**src/rtl/iolst_pkg.sv**
```systemverilog
// Package with the request codes, status codes and cell control type of the ordered list store.
package iolst_pkg;

    localparam int VALUE_W = 32;
    localparam int POS_W   = 4;
    localparam int COUNT_W = 5;

    typedef enum logic [1:0] {
        FUNC_APPEND = 2'd0,
        FUNC_INSERT = 2'd1,
        FUNC_DELETE = 2'd2,
        FUNC_READ   = 2'd3
    } t_func;

    typedef enum logic [1:0] {
        STATUS_DONE  = 2'd0,
        STATUS_RANGE = 2'd1,
        STATUS_FULL  = 2'd2
    } t_status;

    typedef struct packed {
        logic append;
        logic insert;
        logic delete;
    } t_cell_ctl;

endpackage

```
**src/rtl/iolst_cell.sv**
```systemverilog
// One element cell of the list chain, loading from the request or from a neighbor.
module iolst_cell #(
    parameter int CMP_W = 5,
    parameter int INDEX = 0
) (
    input  logic                            i_clk,
    input  iolst_pkg::t_cell_ctl            i_ctl,
    input  logic [CMP_W-1:0]                i_target,
    input  logic [iolst_pkg::VALUE_W-1:0]   i_value,
    input  logic [iolst_pkg::VALUE_W-1:0]   i_prev,
    input  logic [iolst_pkg::VALUE_W-1:0]   i_next,
    output logic [iolst_pkg::VALUE_W-1:0]   o_data,
    output logic [iolst_pkg::VALUE_W-1:0]   o_tap
);

    localparam logic [CMP_W-1:0] CELL_IDX = CMP_W'(INDEX);

    logic [iolst_pkg::VALUE_W-1:0] r_data;
    logic [iolst_pkg::VALUE_W-1:0] n_data;
    logic                          hit;
    logic                          above;

    assign hit   = (CELL_IDX == i_target);
    assign above = (CELL_IDX > i_target);

    always_comb begin
        n_data = r_data;
        if (i_ctl.append) begin
            if (hit) begin
                n_data = i_value;
            end
        end else if (i_ctl.insert) begin
            if (hit) begin
                n_data = i_value;
            end else if (above) begin
                n_data = i_prev;
            end
        end else if (i_ctl.delete) begin
            if (hit || above) begin
                n_data = i_next;
            end
        end
    end

    always_ff @(posedge i_clk) begin
        r_data <= n_data;
    end

    assign o_data = r_data;
    assign o_tap  = hit ? r_data : '0;

endmodule

```
**src/rtl/indexed_ordered_list_store.sv**
```systemverilog
// Top level of the ordered list store: request decode, cell chain and result register.
// A request accepted at a clock edge has its result registered and on the outputs in the
// following cycle, marked by o_valid. Throughput: one request per cycle; busy stays low
// because all cells that change load in parallel in the cycle of the request.
// Reset: a synchronous active-low reset empties the list and clears the result strobe.
// Element contents are not cleared; the receiver cannot stall the result.
module indexed_ordered_list_store #(
    parameter int DEPTH = 16
) (
    input  logic                            i_clk,
    input  logic                            i_rst_n,
    input  logic                            start,
    output logic                            busy,
    input  logic [1:0]                      i_func,
    input  logic signed [31:0]              i_value,
    input  logic [3:0]                      i_position,
    output logic                            o_valid,
    output logic [1:0]                      o_status,
    output logic signed [31:0]              o_read_value,
    output logic [4:0]                      o_count
);

    localparam int FILL_W = $clog2(DEPTH + 1);
    localparam int CMP_W  = (FILL_W > iolst_pkg::POS_W) ? FILL_W : iolst_pkg::POS_W;
    localparam int VW     = iolst_pkg::VALUE_W;
    localparam int CW     = iolst_pkg::COUNT_W;

    logic [FILL_W-1:0]       r_fill;
    logic [FILL_W-1:0]       n_fill;
    logic                    r_valid;
    iolst_pkg::t_status      r_status;
    iolst_pkg::t_status      n_status;
    logic [VW-1:0]           r_read_value;
    logic [VW-1:0]           n_read_value;
    logic [CW-1:0]           r_count;

    logic                    fire;
    logic [CMP_W-1:0]        fill_ext;
    logic [CMP_W-1:0]        pos_ext;
    logic                    full;
    logic                    out_of_range;
    iolst_pkg::t_cell_ctl    ctl;
    logic [CMP_W-1:0]        target;
    logic [VW-1:0]           read_bus;
    logic [CW+FILL_W-1:0]    count_wide;

    logic [VW-1:0]           cell_data [DEPTH];
    logic [VW-1:0]           cell_tap  [DEPTH];

    assign busy         = 1'b0;
    assign fire         = start && !busy;
    assign fill_ext     = CMP_W'(r_fill);
    assign pos_ext      = CMP_W'(i_position);
    assign full         = (fill_ext == CMP_W'(DEPTH));
    assign out_of_range = (pos_ext >= fill_ext);

    always_comb begin
        read_bus = '0;
        for (int k = 0; k < DEPTH; k++) begin
            read_bus = read_bus | cell_tap[k];
        end
    end

    always_comb begin
        ctl          = '0;
        n_fill       = r_fill;
        n_status     = iolst_pkg::STATUS_DONE;
        n_read_value = '0;
        target       = pos_ext;
        unique case (iolst_pkg::t_func'(i_func))
            iolst_pkg::FUNC_APPEND: begin
                target = fill_ext;
                if (full) begin
                    n_status = iolst_pkg::STATUS_FULL;
                end else begin
                    ctl.append = fire;
                    if (fire) begin
                        n_fill = r_fill + FILL_W'(1);
                    end
                end
            end
            iolst_pkg::FUNC_INSERT: begin
                if (pos_ext == '0 || out_of_range) begin
                    n_status = iolst_pkg::STATUS_RANGE;
                end else if (full) begin
                    n_status = iolst_pkg::STATUS_FULL;
                end else begin
                    ctl.insert = fire;
                    if (fire) begin
                        n_fill = r_fill + FILL_W'(1);
                    end
                end
            end
            iolst_pkg::FUNC_DELETE: begin
                if (out_of_range) begin
                    n_status = iolst_pkg::STATUS_RANGE;
                end else begin
                    ctl.delete = fire;
                    if (fire) begin
                        n_fill = r_fill - FILL_W'(1);
                    end
                end
            end
            iolst_pkg::FUNC_READ: begin
                if (out_of_range) begin
                    n_status = iolst_pkg::STATUS_RANGE;
                end else begin
                    n_read_value = read_bus;
                end
            end
        endcase
    end

    assign count_wide = {{CW{1'b0}}, n_fill};

    for (genvar g = 0; g < DEPTH; g++) begin : g_cell
        logic [VW-1:0] prev_data;
        logic [VW-1:0] next_data;

        if (g == 0) begin : g_first
            assign prev_data = '0;
        end else begin : g_mid_prev
            assign prev_data = cell_data[g-1];
        end

        if (g == DEPTH - 1) begin : g_last
            assign next_data = cell_data[g];
        end else begin : g_mid_next
            assign next_data = cell_data[g+1];
        end

        iolst_cell #(
            .CMP_W (CMP_W),
            .INDEX (g)
        ) u_cell (
            .i_clk    (i_clk),
            .i_ctl    (ctl),
            .i_target (target),
            .i_value  (i_value),
            .i_prev   (prev_data),
            .i_next   (next_data),
            .o_data   (cell_data[g]),
            .o_tap    (cell_tap[g])
        );
    end

    always_ff @(posedge i_clk) begin
        if (!i_rst_n) begin
            r_fill  <= '0;
            r_valid <= 1'b0;
        end else begin
            r_fill  <= n_fill;
            r_valid <= fire;
        end
    end

    always_ff @(posedge i_clk) begin
        if (fire) begin
            r_status     <= n_status;
            r_read_value <= n_read_value;
            r_count      <= count_wide[CW-1:0];
        end
    end

    assign o_valid      = r_valid;
    assign o_status     = r_status;
    assign o_read_value = r_read_value;
    assign o_count      = r_count;

    a_fill_bounded: assert property (@(posedge i_clk) disable iff (!i_rst_n)
        fill_ext <= CMP_W'(DEPTH))
        else $error("List length exceeds the depth.");

    a_request_answered: assert property (@(posedge i_clk) disable iff (!i_rst_n)
        fire |=> o_valid)
        else $error("Accepted request gave no result.");

    a_fill_only_on_request: assert property (@(posedge i_clk) disable iff (!i_rst_n)
        (r_fill != $past(r_fill)) |-> $past(fire))
        else $error("Length changed without a request.");

    a_read_value_only_on_done: assert property (@(posedge i_clk) disable iff (!i_rst_n)
        (o_valid && o_read_value != '0) |-> (o_status == iolst_pkg::STATUS_DONE))
        else $error("Nonzero read value on a failed request.");

endmodule

```
**config.mk**
```make
export PLATFORM = sky130hd
export DESIGN_NAME = indexed_ordered_list_store
export DESIGN_NICKNAME = d
export VERILOG_FILES = /design/src/rtl/iolst_pkg.sv /design/src/rtl/iolst_cell.sv /design/src/rtl/indexed_ordered_list_store.sv
export SDC_FILE = /design/constraint.sdc
export NUM_CORES = 2
export LEC_CHECK = 0
export BUFFER_PORTS_ARGS = -buffer_cell sky130_fd_sc_hd__buf_2
export CAP_MARGIN = 20
export CORE_MARGIN = 1
export CORE_UTILIZATION = 35
export DETAILED_ROUTE_END_ITERATION = 10
export PLACE_DENSITY_LB_ADDON = 0.25
export RECOVER_POWER = 50
export SYNTH_ARGS = -nofsm -noshare
export SYNTH_HDL_FRONTEND = slang
export SYNTH_SLANG_ARGS = --single-unit
```
**constraint.sdc**
```tcl
create_clock -name i_clk -period 5.09 [get_ports i_clk]
set_input_delay 0.7635 -clock i_clk [delete_from_list [all_inputs] [get_ports i_clk]]
set_output_delay 0.7635 -clock i_clk [all_outputs]
set_load 0.02 [all_outputs]
```
==> impl_metrics.yaml <==
run_status:
  status: "complete, but fails checks"
  violations: "max-capacitance violations, max-slew violations"
placed_design:
  pre_cts_slack_ns: 0.579
  dp_hpwl_um: 99000
  port-buffer-count: 80
  gp_congestion: 1.01
global_routing:
  grt_overflow: 0
  track_usage_pct: 34.2
  met1_usage_pct: 45.1
  use_met2_pct: 47.6
  grt_busiest_layer: "met2"
  grt_max_degree: 217
  grt_pass1_wl_um: 213000
  met3_usage_pct: 12.7
  grt_pass1_vias: 27600
  antenna_found_initial: 25
critical_path:
  critical_path_class: "primary input to flip-flop"
  start_kind: "primary input"
  cp_data_arrival_time_ns: 4.95
  worstPathMaxFanout: 33
  r2r_start: "fill_ext[3]$_SDFF_PN0_"
  reg2reg_depth: 6
  crit_path_end_kind: "flip-flop"
  cpLargestDelayFamily: "buffers and inverters"
  crit_required_ns: 5.32
  crit_path_cell_trace: "clkbuf_2, o21a_1, nor2_1, clkbuf_1, nor3_1, buf_4, nor2_1, nor2_4, clkbuf_2"
  cpPeakStageDelay_ns: 1.33
  crit_slowest_cell: "nor2_1"
  cp-endpoint: "g_cell[15].u_cell.o_data[14]$_DFFE_PP_"
  critPathLaunch: "i_func[1]"
  reg2reg_slack_ns: 0.50
  worst-path-buf-inv: 4
  crit_cells: 9
  rr_endpoint: "o_read_value[4]$_SDFFCE_PP0P_"
synth:
  synth_largest_area_cell: "edfxtp_1"
  syn_inst: 3050
  synth_ff_type: "edfxtp_1"
  avgSynthCellArea_um2: 9.95
  synth-warning-count: 0
  yosysUniqueCellTypes: 75
  synth_common_cells: "551 x edfxtp_1, 532 x a21oi_1, 493 x nor2_1"
  synthesis.area_mm2: 0.0304
  yosysTopAreaCellShare_pct: 54.5
  ys_seq_area_share_pct: 54.9
  synthTopCellsByArea: "edfxtp_1 55%, o22ai_1 9.7%, a21oi_1 8.8%"
  synth_edf_count: 551
  synth_most_common_cell: "edfxtp_1"
  synth_fp_nets: 3097
  synthArstFlopShare_pct: 0
  synth-seq-cells: 557
timing:
  fmax_ghz: 0.212
  drv_slew: 142
  worst_slack_ns: 0.372
  worst_pin_slew_ns: 1.82
  fin_crit_sh_pct: 92.7
  finalClockSkew_ns: 0.0208
  setup_tns_ns: 0
  grt_setup_unrepaired: "false"
  setup_viol: 0
  finalHoldViolCount: 0
  maxSlewHeadroom_pct: -21.3
  min_period_ns: 4.72
clock_tree:
  cts_made_buffers: 61
  cts_setup_buffers: 0
  hold_buffers: 0
  cts_max_level: 2
  insertion_delay_ns: 0.67
  clkSinkCount: 557
  clkTransAtPathRegs_ns: 0.06
  cts_tree: "built"
  root_buffer: "clkbuf_16"
  ctsLongestPathBuffers: 3
  ctsResizeCount: 0
floorplanning:
  io_pins: 82
  die_h_um: 297
  rows: 107
  dieArea_mm2: 0.0879
  die_w_um: 297
  core_region_area_mm2: 0.0855
  initial_utilization_pct: 35.5
drt:
  drt_iter0_drc: 5538
  final_antenna_net_count: 0
  drc_errors: 0
  post_drt_via_cell_ratio: 7.03
  dr.pass1.iters: 7
  drt_wl_total_um: 155000
  wl_per_cell_um: 36.3
  vias: 29900
hold_path:
  hold_path_class: "primary input to flip-flop"
  holdPathStages: 2
run:
  cap_violations: 9
power:
  leakage_uw: 0.0115
  peakVddDrop_mv: 0.328
  powerDensity_mw_per_mm2: 358
cells_and_area:
  layout-drive-gt1-share_pct: 13.9
  syn_to_final_growth_pct: 14.8
  nets: 3092
==> state kept, by name, summed over array words and instances (netlist names) <==
register and count:
o_count 5, g_cell.u_cell.o_data 512, o_status 2, fill_ext 5, o_valid 1, o_read_value 32
==> final cells by class <==
type | instances | area (um^2)
Clock buffer | 68 | 1600
Timing Repair Buffer | 272 | 1960
Fill cell | 8331 | 50700
Clock inverter | 46 | 398
Antenna cell | 19 | 47.5
Tap cell | 1144 | 1430
Sequential cell | 557 | 16700
Inverter | 8 | 30.0
Multi-Input combinational cell | 2145 | 12700
==> report_power, final <==
| group | switching, uW | leakage (uW) | internal, uW |
|---|---|---|---|
| Combinational | 1570 | 0.00542 | 667 |
| Sequential | 219 | 0.00512 | 5420 |
| Clock | 2050 | 0.000991 | 2550 |
==> cells by family (layout without fill, tap and decap cells) <==
group,count (synthesis),in the layout,synth area share (%)
AOI/OAI and AO/OA,1356,1356,27.8
xor gates and xnor gates,1,1,0.0289
adders and majority gates,6,6,0.247
buffers and inverters,348,394,4.70
DFF,557,557,54.9
muxes,82,82,2.86
other,1,20,0.0124
and+or+nand+nor,699,699,9.49
==> cells in the final DEF, fill, tap and decap left out, types with 44 or more instances in the layout <==
cell,count
clkbuf_1,60
a21oi_1,511
a22o_1,70
mux2i_1,44
nand2_1,103
clkbuf_16,63
o22ai_1,472
buf_4,142
edfxtp_1,551
a22oi_1,55
nor2_1,483
==> metal layers <==
metal	up-vias	routed length (um)
met5	-	37
met4	6	10100
met3	660	25500
met2	2932	63200
met1	14400	55800
li1	11900	-
==> worst min path at each step <==
stage | from | to | slack [ns]
after global placement | g_cell[1].u_cell.o_data[9]$_DFFE_PP_ | g_cell[0].u_cell.o_data[9]$_DFFE_PP_ | 0.57
after global routing | i_rst_n | fill_ext[1]$_SDFF_PN0_ | 0.46
after detailed placement | g_cell[1].u_cell.o_data[31]$_DFFE_PP_ | g_cell[0].u_cell.o_data[31]$_DFFE_PP_ | 0.59
final | i_rst_n | fill_ext[1]$_SDFF_PN0_ | 0.45
after floorplan | g_cell[1].u_cell.o_data[15]$_DFFE_PP_ | g_cell[0].u_cell.o_data[15]$_DFFE_PP_ | 0.56
after CTS | i_rst_n | o_valid$_SDFF_PN0_ | 0.43
==> metrics by stage <==
stage | utilization (%) | hold WS [ns] | cells | power, uW | cell area (um^2)
floorplan | - | 0.561 | 3050 | 6840 | 30400
CTS | 40.9 | 0.431 | 4239 | 12400 | 35000
global placement | 38.6 | 0.573 | 4122 | 7810 | 33000
global route | 40.7 | 0.461 | 4253 | 12700 | 34800
detailed placement | 38.6 | 0.593 | 4125 | 7850 | 33000
finish | 40.7 | 0.445 | 4259 | 12500 | 34800
(Power assumes the default switching activity.)
